**src/rtl/rrss_pkg.sv**
```systemverilog
`default_nettype none

package rrss_pkg;

   localparam int MAX_TASKS_DEF  = 8;
   localparam int COUNT_BITS_DEF = 16;

   localparam logic [7:0] RESET_SLICE = 8'd4;
   localparam logic [3:0] RESET_TOTAL = 4'd7;
   localparam logic [3:0] FIN_MAX     = 4'd15;

   typedef enum logic {
      CMD_TICK   = 1'b0,
      CMD_ARRIVE = 1'b1
   } cmd_type;

   typedef enum logic {
      REG_SLICE_LENGTH = 1'b0,
      REG_TASK_TOTAL   = 1'b1
   } reg_index_type;

   typedef struct packed {
      logic [7:0] slice_length;
      logic [3:0] task_total;
   } cfg_type;

   typedef struct packed {
      cmd_type     command;
      logic [2:0]  task_slot;
      logic [15:0] burst_length;
   } req_type;

   typedef struct packed {
      logic        running_valid;
      logic [2:0]  running_slot;
      logic        finished_valid;
      logic [15:0] finished_wait;
      logic [15:0] finished_turnaround;
      logic        all_done;
      logic        arrive_error;
      logic [15:0] time_now;
   } rsp_type;

endpackage

`default_nettype wire

```
**src/rtl/rrss_csr.sv**
```systemverilog
`default_nettype none

module rrss_csr (
   input  logic             clock,
   input  logic             reset,
   input  logic             csr_psel,
   input  logic             csr_penable,
   input  logic             csr_pwrite,
   input  logic [2:0]       csr_paddr,
   input  logic [31:0]      csr_pwdata,
   output logic [31:0]      csr_prdata,
   output logic             csr_pready,
   output rrss_pkg::cfg_type cfg
);
   import rrss_pkg::*;

   logic [7:0]    slice_ff;
   logic [7:0]    slice_in;
   logic [3:0]    total_ff;
   logic [3:0]    total_in;
   logic          wr_en;
   reg_index_type reg_sel;

   assign csr_pready = 1'b1;
   assign wr_en      = csr_psel && csr_penable && csr_pwrite && csr_pready;
   assign reg_sel    = reg_index_type'(csr_paddr[2]);

   always_comb begin
      slice_in   = slice_ff;
      total_in   = total_ff;
      csr_prdata = '0;
      case (reg_sel)
         REG_SLICE_LENGTH: begin
            csr_prdata = {24'd0, slice_ff};
            if (wr_en) slice_in = csr_pwdata[7:0];
         end
         REG_TASK_TOTAL: begin
            csr_prdata = {28'd0, total_ff};
            if (wr_en) total_in = csr_pwdata[3:0];
         end
         default: begin
            csr_prdata = '0;
         end
      endcase
   end

   always_ff @(posedge clock) begin
      if (reset) begin
         slice_ff <= RESET_SLICE;
         total_ff <= RESET_TOTAL;
      end else begin
         slice_ff <= slice_in;
         total_ff <= total_in;
      end
   end

   assign cfg.slice_length = slice_ff;
   assign cfg.task_total   = total_ff;

endmodule

`default_nettype wire

```
**src/rtl/rrss_pick.sv**
```systemverilog
`default_nettype none

module rrss_pick #(
   parameter int MAX_TASKS = rrss_pkg::MAX_TASKS_DEF
) (
   input  logic [MAX_TASKS-1:0]             unf_pos,
   input  logic [$clog2(MAX_TASKS)-1:0]     act_pos,
   input  logic [$clog2(MAX_TASKS+1)-1:0]   cnt,
   output logic                             found,
   output logic [$clog2(MAX_TASKS)-1:0]     pick_pos
);
   import rrss_pkg::*;

   localparam int SLOT_W = $clog2(MAX_TASKS);
   localparam int PW     = $clog2(MAX_TASKS + 1) + 1;

   logic [PW-1:0] sum;

   // rotating search: first unfinished position after the active one,
   // the active position itself last
   always_comb begin
      found    = 1'b0;
      pick_pos = act_pos;
      sum      = '0;
      for (int i = MAX_TASKS; i >= 1; i--) begin
         sum = PW'(act_pos) + PW'(i);
         if (sum >= PW'(cnt)) sum = sum - PW'(cnt);
         if ((PW'(i) <= PW'(cnt)) && unf_pos[sum[SLOT_W-1:0]]) begin
            found    = 1'b1;
            pick_pos = sum[SLOT_W-1:0];
         end
      end
   end

endmodule

`default_nettype wire

```
**src/rtl/rrss_core.sv**
```systemverilog
`default_nettype none

module rrss_core #(
   parameter int MAX_TASKS  = rrss_pkg::MAX_TASKS_DEF,
   parameter int COUNT_BITS = rrss_pkg::COUNT_BITS_DEF
) (
   input  logic              clock,
   input  logic              reset,
   input  logic              fire,
   input  rrss_pkg::req_type req,
   input  rrss_pkg::cfg_type cfg,
   output rrss_pkg::rsp_type rsp
);
   import rrss_pkg::*;

   localparam int SLOT_W = $clog2(MAX_TASKS);
   localparam int CNT_W  = $clog2(MAX_TASKS + 1);
   localparam logic [COUNT_BITS-1:0] COUNT_MAX = '1;
   localparam logic [32:0] COUNT_MAX_W = 33'(COUNT_MAX);

   // per-slot lanes
   logic [COUNT_BITS-1:0] rem_ff  [MAX_TASKS];
   logic [COUNT_BITS-1:0] rem_in  [MAX_TASKS];
   logic [COUNT_BITS-1:0] wait_ff [MAX_TASKS];
   logic [COUNT_BITS-1:0] wait_in [MAX_TASKS];
   logic [COUNT_BITS-1:0] turn_ff [MAX_TASKS];
   logic [COUNT_BITS-1:0] turn_in [MAX_TASKS];
   logic [SLOT_W-1:0]     order_ff [MAX_TASKS];
   logic [SLOT_W-1:0]     order_in [MAX_TASKS];
   logic [MAX_TASKS-1:0]  enrolled_ff;
   logic [MAX_TASKS-1:0]  enrolled_in;

   logic [CNT_W-1:0]      cnt_ff;
   logic [CNT_W-1:0]      cnt_in;
   logic [SLOT_W-1:0]     act_pos_ff;
   logic [SLOT_W-1:0]     act_pos_in;
   logic                  act_valid_ff;
   logic                  act_valid_in;
   logic [7:0]            slice_ff;
   logic [7:0]            slice_in;
   logic [3:0]            fin_cnt_ff;
   logic [3:0]            fin_cnt_in;
   logic [COUNT_BITS-1:0] time_ff;
   logic [COUNT_BITS-1:0] time_in;

   logic [MAX_TASKS-1:0]  is_act;
   logic [MAX_TASKS-1:0]  live;
   logic [MAX_TASKS-1:0]  unf_slot;
   logic [MAX_TASKS-1:0]  unf_pos;
   logic [SLOT_W-1:0]     act_slot;
   logic                  act_ok;
   logic                  run;
   logic                  act_last;
   logic [COUNT_BITS-1:0] act_wait;
   logic [COUNT_BITS-1:0] act_turn;
   logic [7:0]            slice_next;
   logic                  found;
   logic [SLOT_W-1:0]     pick_pos;
   logic [32:0]           slot_wide;
   logic [SLOT_W-1:0]     slot_idx;
   logic                  slot_ok;
   logic                  slot_taken;
   logic [32:0]           burst_wide;
   logic                  err;
   logic [32:0]           run_slot_wide;
   logic [32:0]           wait_wide;
   logic [32:0]           turn_wide;
   logic [32:0]           time_wide;

   always_comb begin
      act_ok   = act_valid_ff && (33'(act_pos_ff) < 33'(cnt_ff));
      act_slot = order_ff[act_pos_ff];
      for (int i = 0; i < MAX_TASKS; i++) begin
         is_act[i] = act_ok && (act_slot == SLOT_W'(i));
         live[i]   = enrolled_ff[i] && (rem_ff[i] != '0);
      end
      run = |(is_act & live);
   end

   always_comb begin
      rem_in       = rem_ff;
      wait_in      = wait_ff;
      turn_in      = turn_ff;
      order_in     = order_ff;
      enrolled_in  = enrolled_ff;
      cnt_in       = cnt_ff;
      act_pos_in   = act_pos_ff;
      act_valid_in = act_valid_ff;
      slice_in     = slice_ff;
      fin_cnt_in   = fin_cnt_ff;
      time_in      = time_ff;
      act_last     = 1'b0;
      act_wait     = '0;
      act_turn     = '0;
      slice_next   = slice_ff + 8'd1;
      slot_wide    = 33'(req.task_slot);
      slot_idx     = slot_wide[SLOT_W-1:0];
      slot_ok      = slot_wide < 33'(MAX_TASKS);
      slot_taken   = slot_ok && enrolled_ff[slot_idx];
      burst_wide   = 33'(req.burst_length);
      err          = 1'b0;
      rsp          = '0;

      if (req.command == CMD_ARRIVE) begin
         err = !slot_ok || (req.burst_length == 16'd0) ||
               (33'(cnt_ff) >= 33'(MAX_TASKS)) || slot_taken;
         if (!err) begin
            rem_in[slot_idx]  = (burst_wide > COUNT_MAX_W) ? COUNT_MAX
                                                          : burst_wide[COUNT_BITS-1:0];
            wait_in[slot_idx] = '0;
            turn_in[slot_idx] = '0;
            enrolled_in[slot_idx] = 1'b1;
            order_in[cnt_ff[SLOT_W-1:0]] = slot_idx;
            if (!act_valid_ff) begin
               act_valid_in = 1'b1;
               act_pos_in   = cnt_ff[SLOT_W-1:0];
               slice_in     = 8'd0;
            end
            cnt_in = cnt_ff + CNT_W'(1);
         end
      end else begin
         for (int i = 0; i < MAX_TASKS; i++) begin
            if (live[i]) begin
               if (!is_act[i]) begin
                  wait_in[i] = (wait_ff[i] == COUNT_MAX) ? wait_ff[i]
                                                         : wait_ff[i] + COUNT_BITS'(1);
               end
               turn_in[i] = (turn_ff[i] == COUNT_MAX) ? turn_ff[i]
                                                      : turn_ff[i] + COUNT_BITS'(1);
            end
            if (run && is_act[i]) begin
               rem_in[i] = rem_ff[i] - COUNT_BITS'(1);
               act_last  = (rem_ff[i] == COUNT_BITS'(1));
               act_wait  = wait_in[i];
               act_turn  = turn_in[i];
            end
         end
         time_in = (time_ff == COUNT_MAX) ? time_ff : time_ff + COUNT_BITS'(1);
         if (run) begin
            if (act_last && (fin_cnt_ff != FIN_MAX)) fin_cnt_in = fin_cnt_ff + 4'd1;
            if (act_last || (slice_next >= cfg.slice_length)) begin
               slice_in = 8'd0;
               if (found) act_pos_in   = pick_pos;
               else       act_valid_in = 1'b0;
            end else begin
               slice_in = slice_next;
            end
         end else begin
            act_valid_in = 1'b0;
         end
      end

      run_slot_wide           = 33'(act_slot);
      wait_wide               = 33'(act_wait);
      turn_wide               = 33'(act_turn);
      time_wide               = 33'(time_in);
      rsp.running_valid       = (req.command == CMD_TICK) && run;
      rsp.running_slot        = rsp.running_valid ? run_slot_wide[2:0] : 3'd0;
      rsp.finished_valid      = rsp.running_valid && act_last;
      rsp.finished_wait       = rsp.finished_valid ? wait_wide[15:0] : 16'd0;
      rsp.finished_turnaround = rsp.finished_valid ? turn_wide[15:0] : 16'd0;
      rsp.all_done            = (fin_cnt_in >= cfg.task_total);
      rsp.arrive_error        = err;
      rsp.time_now            = time_wide[15:0];
   end

   // unfinished flags after this tick's decrement, laid out in arrival order
   always_comb begin
      for (int i = 0; i < MAX_TASKS; i++) begin
         unf_slot[i] = enrolled_ff[i] && (rem_in[i] != '0);
      end
      for (int p = 0; p < MAX_TASKS; p++) begin
         unf_pos[p] = (33'(p) < 33'(cnt_ff)) && unf_slot[order_ff[p]];
      end
   end

   rrss_pick #(
      .MAX_TASKS (MAX_TASKS)
   ) u_pick (
      .unf_pos  (unf_pos),
      .act_pos  (act_pos_ff),
      .cnt      (cnt_ff),
      .found    (found),
      .pick_pos (pick_pos)
   );

   always_ff @(posedge clock) begin
      if (reset) begin
         enrolled_ff  <= '0;
         cnt_ff       <= '0;
         act_pos_ff   <= '0;
         act_valid_ff <= 1'b0;
         slice_ff     <= 8'd0;
         fin_cnt_ff   <= 4'd0;
         time_ff      <= '0;
      end else if (fire) begin
         enrolled_ff  <= enrolled_in;
         cnt_ff       <= cnt_in;
         act_pos_ff   <= act_pos_in;
         act_valid_ff <= act_valid_in;
         slice_ff     <= slice_in;
         fin_cnt_ff   <= fin_cnt_in;
         time_ff      <= time_in;
      end
   end

   always_ff @(posedge clock) begin
      if (fire) begin
         rem_ff   <= rem_in;
         wait_ff  <= wait_in;
         turn_ff  <= turn_in;
         order_ff <= order_in;
      end
   end

`ifndef SYNTH
   a_active_in_range: assert property (@(posedge clock) disable iff (reset)
      act_valid_ff |-> (33'(act_pos_ff) < 33'(cnt_ff)))
      else $error("active position beyond order list");

   a_enrol_count: assert property (@(posedge clock) disable iff (reset)
      $countones(enrolled_ff) == int'(cnt_ff))
      else $error("enrolled count out of step with enrolled slots");

   a_arrive_starts: assert property (@(posedge clock) disable iff (reset)
      (fire && (req.command == CMD_ARRIVE) && !rsp.arrive_error) |=> act_valid_ff)
      else $error("accepted arrival left scheduler idle");

   a_finish_runs: assert property (@(posedge clock) disable iff (reset)
      (fire && rsp.finished_valid) |=> !enrolled_ff[$past(act_slot)] ||
         (rem_ff[$past(act_slot)] == '0))
      else $error("finished task still has work");
`endif

endmodule

`default_nettype wire

```
**src/rtl/round_robin_slice_scheduler.sv**
```systemverilog
`default_nettype none

// channel   ports      direction  payload
// request   req_*      in         tuser: command; tdata: task_slot, burst_length
// result    rsp_*      out        tuser: flags; tdata: slot, counts, time
// config    csr_*      in/out     slice_length @ 0x0, task_total @ 0x4
//
// one request per cycle sustained while rsp_tready is held high; a request passes the input register,
// one pass of slot-lane update and rotating pick, and the result register
// reset: synchronous, clears scheduler control, enrolment and config registers
// req_tready drops only while both input and result registers are full and rsp_tready is low
// the user must write configuration only while the block is idle; the block does not enforce this

module round_robin_slice_scheduler #(
   parameter int MAX_TASKS  = rrss_pkg::MAX_TASKS_DEF,
   parameter int COUNT_BITS = rrss_pkg::COUNT_BITS_DEF
) (
   input  logic        clock,
   input  logic        reset,
   input  logic        req_tvalid,
   output logic        req_tready,
   input  logic [23:0] req_tdata,   // task_slot[2:0], burst_length[18:3], zero fill
   input  logic        req_tuser,   // command[0]
   output logic        rsp_tvalid,
   input  logic        rsp_tready,
   // running_slot[2:0], finished_wait[18:3], finished_turnaround[34:19],
   // all_done[35], time_now[51:36], zero fill
   output logic [55:0] rsp_tdata,
   // running_valid[0], finished_valid[1], arrive_error[2]
   output logic [2:0]  rsp_tuser,
   input  logic        csr_psel,
   input  logic        csr_penable,
   input  logic        csr_pwrite,
   input  logic [2:0]  csr_paddr,
   input  logic [31:0] csr_pwdata,
   output logic [31:0] csr_prdata,
   output logic        csr_pready
);
   import rrss_pkg::*;

   logic    in_valid_ff;
   logic    in_valid_in;
   req_type in_req_ff;
   req_type in_req_in;
   logic    out_valid_ff;
   logic    out_valid_in;
   rsp_type out_rsp_ff;
   rsp_type out_rsp_in;
   rsp_type core_rsp;
   cfg_type cfg;
   logic    advance;
   logic    req_take;

   rrss_csr u_csr (
      .clock       (clock),
      .reset       (reset),
      .csr_psel    (csr_psel),
      .csr_penable (csr_penable),
      .csr_pwrite  (csr_pwrite),
      .csr_paddr   (csr_paddr),
      .csr_pwdata  (csr_pwdata),
      .csr_prdata  (csr_prdata),
      .csr_pready  (csr_pready),
      .cfg         (cfg)
   );

   assign advance    = in_valid_ff && (!out_valid_ff || rsp_tready);
   assign req_tready = !in_valid_ff || advance;
   assign req_take   = req_tvalid && req_tready;

   always_comb begin
      in_req_in = in_req_ff;
      if (req_take) begin
         in_req_in.command      = cmd_type'(req_tuser);
         in_req_in.task_slot    = req_tdata[2:0];
         in_req_in.burst_length = req_tdata[18:3];
      end
      in_valid_in = req_take ? 1'b1 : (advance ? 1'b0 : in_valid_ff);
      out_valid_in = advance ? 1'b1 : (rsp_tready ? 1'b0 : out_valid_ff);
      out_rsp_in   = advance ? core_rsp : out_rsp_ff;
   end

   rrss_core #(
      .MAX_TASKS  (MAX_TASKS),
      .COUNT_BITS (COUNT_BITS)
   ) u_core (
      .clock (clock),
      .reset (reset),
      .fire  (advance),
      .req   (in_req_ff),
      .cfg   (cfg),
      .rsp   (core_rsp)
   );

   always_ff @(posedge clock) begin
      if (reset) begin
         in_valid_ff  <= 1'b0;
         out_valid_ff <= 1'b0;
      end else begin
         in_valid_ff  <= in_valid_in;
         out_valid_ff <= out_valid_in;
      end
   end

   always_ff @(posedge clock) begin
      in_req_ff  <= in_req_in;
      out_rsp_ff <= out_rsp_in;
   end

   assign rsp_tvalid = out_valid_ff;
   assign rsp_tdata  = {4'd0, out_rsp_ff.time_now, out_rsp_ff.all_done,
                        out_rsp_ff.finished_turnaround, out_rsp_ff.finished_wait,
                        out_rsp_ff.running_slot};
   assign rsp_tuser  = {out_rsp_ff.arrive_error, out_rsp_ff.finished_valid,
                        out_rsp_ff.running_valid};

endmodule

`default_nettype wire

```
**config.mk**
```make
export PLATFORM = sky130hd
export DESIGN_NAME = round_robin_slice_scheduler
export DESIGN_NICKNAME = d
export VERILOG_FILES = /design/src/rtl/rrss_pkg.sv /design/src/rtl/rrss_csr.sv /design/src/rtl/rrss_pick.sv /design/src/rtl/rrss_core.sv /design/src/rtl/round_robin_slice_scheduler.sv
export SDC_FILE = /design/constraint.sdc
export NUM_CORES = 2
export LEC_CHECK = 0
export BUFFER_PORTS_ARGS = -buffer_cell sky130_fd_sc_hd__buf_2
export CAP_MARGIN = 20
export CORE_AREA = 3 3 284 286
export CTS_BUF_LIST = sky130_fd_sc_hd__clkbuf_4
export CTS_CLUSTER_SIZE = 30
export DETAILED_ROUTE_END_ITERATION = 10
export DIE_AREA = 0 0 287 289
export PLACE_DENSITY = 0.67
export SLEW_MARGIN = 20
export SYNTH_ARGS = -nofsm -noshare
export SYNTH_HDL_FRONTEND = slang
export SYNTH_SLANG_ARGS = --single-unit
```
**constraint.sdc**
```tcl
create_clock -name clock -period 8.9 [get_ports clock]
set_clock_uncertainty 0.05 [all_clocks]
set_input_delay 0.445 -clock clock [delete_from_list [all_inputs] [get_ports clock]]
set_output_delay 0.445 -clock clock [all_outputs]
set_load 0.005 [all_outputs]
```
# [After elaboration in Yosys (flattened, before gate mapping)]
# Index checks and enable logic that the tools add are counted.
[totals] word_cells=472 latchBits=0 ff_bits=541 out_inout_bits=94 memories=0 input_bits=67 rom_bits=0 ramBits=0
[classes] n_bitwise=12 n_lt_le_gt_ge=51 add_sub_neg=44 reduce_logical=99 mul=0 div=0 shift=0 mux=175 n_eq_ne=37
[ops] operator="2-to-1 mux 16 bit" count=67
[ops] operator="2-to-1 mux 128 bit" count=6
[ops] operator="adder 16 x 1 -> 16 bit (second input constant)" count=17
[ops] operator="equality test 16 bit (second input constant)" count=17
[ops] operator="bitwise AND 128 bit" count=2
[ops] operator="nonzero test 16 bit" count=16
[ops] operator="bitwise mux 128 bit" count=1
[ops] operator="equality test 16 x 1 -> 1 bit (second input constant)" count=8
[ops] operator="NOT 128 bit" count=1
[ops] operator="subtractor 16 x 1 -> 16 bit (second input constant)" count=8
[ops] operator="2-to-1 mux 3 bit" count=25
[ops] operator="less-than comparator 3 x 4 -> 1 bit (second input constant)" count=17
[ops] operator="case mux 32 bit (2 select lines)" count=1
[ops] operator="logical AND 1 bit" count=59
[ops] operator="binary-select mux 1 bit (select 3 bit)" count=17
[ops] operator="demux 16 bit (select 3 bit)" count=1
[ops] operator="2-to-1 mux 1 bit" count=45
[ops] operator="2-to-1 mux 8 bit" count=5
[ops] operator=">= comparator 4 bit" count=8
[ops] operator="bitwise mux 24 bit" count=1
[ops] operator="subtractor 3 bit" count=8
[ops] operator="adder 3 x 3 -> 4 bit (second input constant)" count=4
[ops] operator=">= comparator 4 bit (second input constant)" count=4
[ops] operator="<= comparator 3 x 4 -> 1 bit (first input constant)" count=4
[ops] operator="42 further kinds" count=76

# [Logic depth before layout (Yosys ltp)]
[logic_depth] word_depth=31 ltp_mapped=28 depth_no_buf=21

# [Cells and area by module]
# Synthesis repeated with hierarchy kept, for this count alone.
[hier_totals] hier_cells=4387 hier_area_um2=39430.3
[modules_own_cells] mod="rrss_core" area_each_um2=33687.3 cells_per_inst=3869 instances=1
[modules_own_cells] mod="rrss_pick" area_each_um2=2533.7 cells_per_inst=339 instances=1
[modules_own_cells] mod="round_robin_slice_scheduler" area_each_um2=2389.8 cells_per_inst=90 instances=1
[modules_own_cells] mod="rrss_csr" area_each_um2=819.5 cells_per_inst=89 instances=1

# [Worst setup path before layout]
# OpenSTA, ideal clock, no wires.
[synth_timing] kind="register to register" start="register in_req_ff[17] in the netlist's numbering" end="register u_core.turn_ff[0] in the netlist's numbering, enable pin" period_less_slack_ps=7814 required_ps=8244 n_path_buf=2 arrival_ps=7158 path_stages_with_launch=9 slack_ps=1086 path_cell_list="edfxtp_1 -> clkbuf_1 -> mux2_2 -> a221oi_1 -> nand3_1 -> clkbuf_1 -> a21oi_1 -> o21ai_0 -> inv_1"
[synth_via] elab_chain_cells=5
[synth_rtl] item="from (decl)" line_no="round_robin_slice_scheduler.sv:43" rtl="req_type in_req_ff;"
[synth_rtl] item="from (signal assigned)" line_no="round_robin_slice_scheduler.sv:106" rtl="in_req_ff <= in_req_in;"
[synth_rtl] item="binary-select mux 1 bit (select 3 bit)" line_no="rrss_core.sv:99" rtl="slot_taken = slot_ok && enrolled_ff[slot_idx];"
[synth_rtl] item="2-to-1 mux 1 bit (implied by the code)" line_no="rrss_core.sv:99"
[synth_rtl] item="logical OR 1 bit" line_no="rrss_core.sv:106" rtl="(33'(cnt_ff) >= 33'(MAX_TASKS)) || slot_taken;"
[synth_rtl] item="!= test 2 bit (no line)"
[synth_rtl] item="AND reduction 2 bit (no line)"
[synth_rtl] item="to (signal assigned)" line_no="rrss_core.sv:211" rtl="turn_ff <= turn_in;"
[synth_rtl] item="to (decl)" line_no="rrss_core.sv:26" rtl="logic [COUNT_BITS-1:0] turn_ff [MAX_TASKS];"
# No other way between the ends. The select of a mux whose other input is x is not followed.
# A chain may end at the register's enable or synchronous reset.

==> impl_summary.log <==
[metrics] sequential element share of the synthesized area: 40.0%
[metrics] number of buffers inserted during clock tree synthesis: 158
[metrics] source-to-sink clock delay at the later pin of the worst-skew pair: 1070 ps
[metrics] total die area: 82900 um^2
[metrics] result of the run: complete, no violations
[metrics] clock slew at the register clock pins of the worst setup and hold paths: 90 ps
[metrics] IO Pins: 161
[metrics] placed wire-length estimate after detailed placement: 90700 um
[metrics] Max Buffers Root-to-Sink: 3
[metrics] DRC violation count after routing: 0
[metrics] ratio of total power to cell area: 145 nW/um^2
[metrics] crit-path max FO: 13
[metrics] TritonCTS clock tree: yes
[metrics] number of warnings printed during yosys synthesis: 0
[metrics] DR iter-0 viols: 4734
[metrics] Total Nets Final: 4719
[metrics] mean number of vias per cell: 6.46
[metrics] Maximum Capacitance Violations: 0
[metrics] per-instance average area after synthesis: 8.86 um^2
[metrics] Total Routing Usage GR: 31.2%
[metrics] CTS sink count: 541
[metrics] Post-Syn Instances: 4420
[metrics] Reg-to-Reg Start: u_core.cnt_ff[2]
[metrics] x dimension of the die: 287 um
[metrics] minimum clock period: 8470 ps
[metrics] Yosys reg bits: 541
[metrics] Cell Rows: 103
[metrics] Port Buf Inserts: 100
[metrics] Critical Path RT: 9840 ps
[metrics] number of max-slew violations in the final report: 0
[metrics] Avg WL per Cell: 23.3 um
[metrics] final setup margin: 429 ps
[metrics] first-pass GRT wire length: 202000 um
[metrics] TritonRoute pass-1 iters: 7
[metrics] Post-CTS Setup Inserts: 0
[metrics] total standard cell area after synthesis: 39200 um^2
[metrics] # H-tree levels: 4
[metrics] most heavily used metal layer in global routing: met2
[metrics] met3 track demand over resource: 6.45%
[metrics] leading cell types by total area after synthesis: edfxtp_1 (37%), a21oi_1 (4.9%), nand3_1 (4.1%)
[metrics] share of the synthesized area in the top cell type: 37.0%
[metrics] CP arrival: 9410 ps
[metrics] cell accounting for the most synthesized area: edfxtp_1
[metrics] min-delay src: req_tdata[11]
[metrics] ratio of final minimum period to clock period: 95.2%
[metrics] Worst Setup Path Type: flip-flop to flip-flop
[metrics] Via Count: 37200
[metrics] standby leakage power: 14.9 nW
[metrics] relative slew slack: 22.0%
[metrics] Final Hold Fails: 0
[metrics] cell chosen for the clock root: clkbuf_4
[metrics] area used by sequential logic in the layout: 15700 um^2
[metrics] fraction of final layout cells sized beyond drive strength 1: 11.9%
[metrics] kind of capture point of the worst setup path: flip-flop
[metrics] met2 GRT Util: 47.3%
[metrics] unrepaired setup endpoints after global routing: false
[metrics] most used flip-flop cell after synthesis: edfxtp_1
[metrics] total overflow reported by the global router: 0
[metrics] Antenna Violating Nets Remaining: 0
[metrics] area delta synth->final: 10.3%
[metrics] height of the die: 289 um
[metrics] most common cell after layout, fill and taps aside: edfxtp_1
[metrics] post_cts resized: 0
[metrics] count of hold-fix buffers inserted at cts: 55
[metrics] initial cell density of the core: 49.8%
[metrics] worst slack, placed: 815 ps
[metrics] GR met1 Demand/Resource: 42.9%
[metrics] area of the core: 78600 um^2
[metrics] detailed-route wire length: 134000 um
[metrics] proportion of register bits with asynchronous set or reset after synthesis: 0%
[metrics] IR drop worst, VDD: 105 uV
[metrics] setup slack, reg-to-reg: 430 ps
[metrics] maximum number of pins on one net before global-route repair: 181
[metrics] source of the critical timing path: u_core.cnt_ff[2]
[metrics] number of global-route vias before repair: 33900
[metrics] routability congestion estimate from global placement: 0.965
[metrics] critical path launch point type: flip-flop
[metrics] antenna violations before repair: 3
[metrics] number of inserted filler cells in the final layout: 7279
[metrics] peak clock frequency supported by timing: 0.118 GHz
[metrics] Tightest Pin Transition: 1160 ps
[metrics] count of endpoints failing setup in the final report: 0
[metrics] path category of the worst min-delay check: primary input to flip-flop
[metrics] footprint of the multi-input gates: 21900 um^2
[metrics] number of enable-type register cells in the synthesized netlist: 483
[metrics] final-layout setup total negative slack: 0 ps
[metrics] commonest cells after routing, fill and taps aside: edfxtp_1 (483), nand2_1 (418), a21oi_1 (385)
[metrics] number of library cell types mapped by synthesis: 103
## worst max-delay path: stages (launching register included)
cell       delay (ps)
dfxtp_1           660
inv_1             370
ha_1              450
o21ba_2           320
o21ai_1           160
buf_4             280
nor4_2            730
nand2_1           510
or3_1             470
o21a_1            180
o31a_1            280
or4_1             490
o31ai_2           510
nor4_1            150
nor4_4            570
buf_4             240
nor2_1             50
o21ai_1           220
o221ai_1          250
a22oi_1           410
nand2_1           240
a2111oi_0         510
o221a_1           260
## registers in the layout (all words and copies together), names as in the netlist, 16 cells and up
signal	cells
u_core.order_ff	24
u_core.turn_ff	128
u_core.rem_ff	128
u_core.time_ff	16
in_req_ff	20
rsp_tdata	52
u_core.wait_ff	128
## stage by stage
step | hold slack (ps) | utilization [%] | cell area (um^2) | cells | total power, mW
after floorplan | 386 | - | 39300 | 4447 | 3.62
after CTS | 14.1 | 54.9 | 43200 | 5745 | 6.27
final | 88.5 | 54.9 | 43200 | 5751 | 6.26
after detailed placement | 397 | 51.7 | 40600 | 5405 | 3.83
after global routing | 44.2 | 54.9 | 43200 | 5748 | 6.52
after global placement | 394 | 51.7 | 40600 | 5405 | 3.82
## final timing paths
path,cells after the start,end
min,2,in_req_ff[8]
min reg2reg,2,u_csr.slice_ff[5]
max,22,u_core.act_pos_ff[0]
max reg2reg,22,u_core.act_pos_ff[0]
## logic make-up after synthesis
family	Yosys count	synth area share, %
adder cells (fa/ha/maj)	82	2.70
buffers and inverters	396	4.26
flip-flops	541	40.0
multiplexers	206	5.64
AO/OA/AOI/OAI	1150	18.6
other	2	0.0192
AND/OR/NAND/NOR	1778	22.8
XOR/XNOR	265	5.93
## layer usage
layer | part of all wire [%] | vias to the layer above
met5 | 0 | -
li1 | - | 17100
met3 | 10 | 379
met1 | 42 | 17700
met2 | 44 | 2031
met4 | 4.5 | 0
## synth_stat cells (14+ instances only)
cell type,count
edfxtp_1,483
and3_1,74
o211ai_1,30
o221ai_1,17
or3_1,54
dfxtp_1,58
mux2i_1,151
nor2b_1,35
xnor2_1,118
and2_1,24
a22oi_1,25
nand3_1,318
nor3_1,142
a21o_1,21
mux2_2,38
o22ai_1,52
nor4_1,87
o31ai_1,30
ha_1,78
nand2_1,419
o21a_1,21
buf_4,33
o2111ai_1,14
a31oi_1,56
buf_1,32
nand3b_1,15
or2_2,19
o21ai_0,249
o31a_1,47
nand2b_1,34
inv_1,102
nand4_1,77
a21oi_1,385
a211oi_1,30
nor2_1,369
clkbuf_1,210
and4_1,16
or4_1,35
xor2_1,147
## cell type report
type                    count  share of cell area [%]
multi-input cells        3510                    50.8
inverters                 104                   0.956
repair buffers            255                    4.26
clock buffers             220                    3.82
flip-flops and latches    541                    36.3
diodes                      6                  0.0348
clock inverters            65                   0.817
well taps                1050                    3.04
## power by group
group | leakage (nW) | internal [mW] | switching (mW)
combinational | 8.77 | 0.266 | 0.489
clock | 1.17 | 1.19 | 1.24
sequential | 4.99 | 2.92 | 0.146
(Power assumes the default switching activity.)
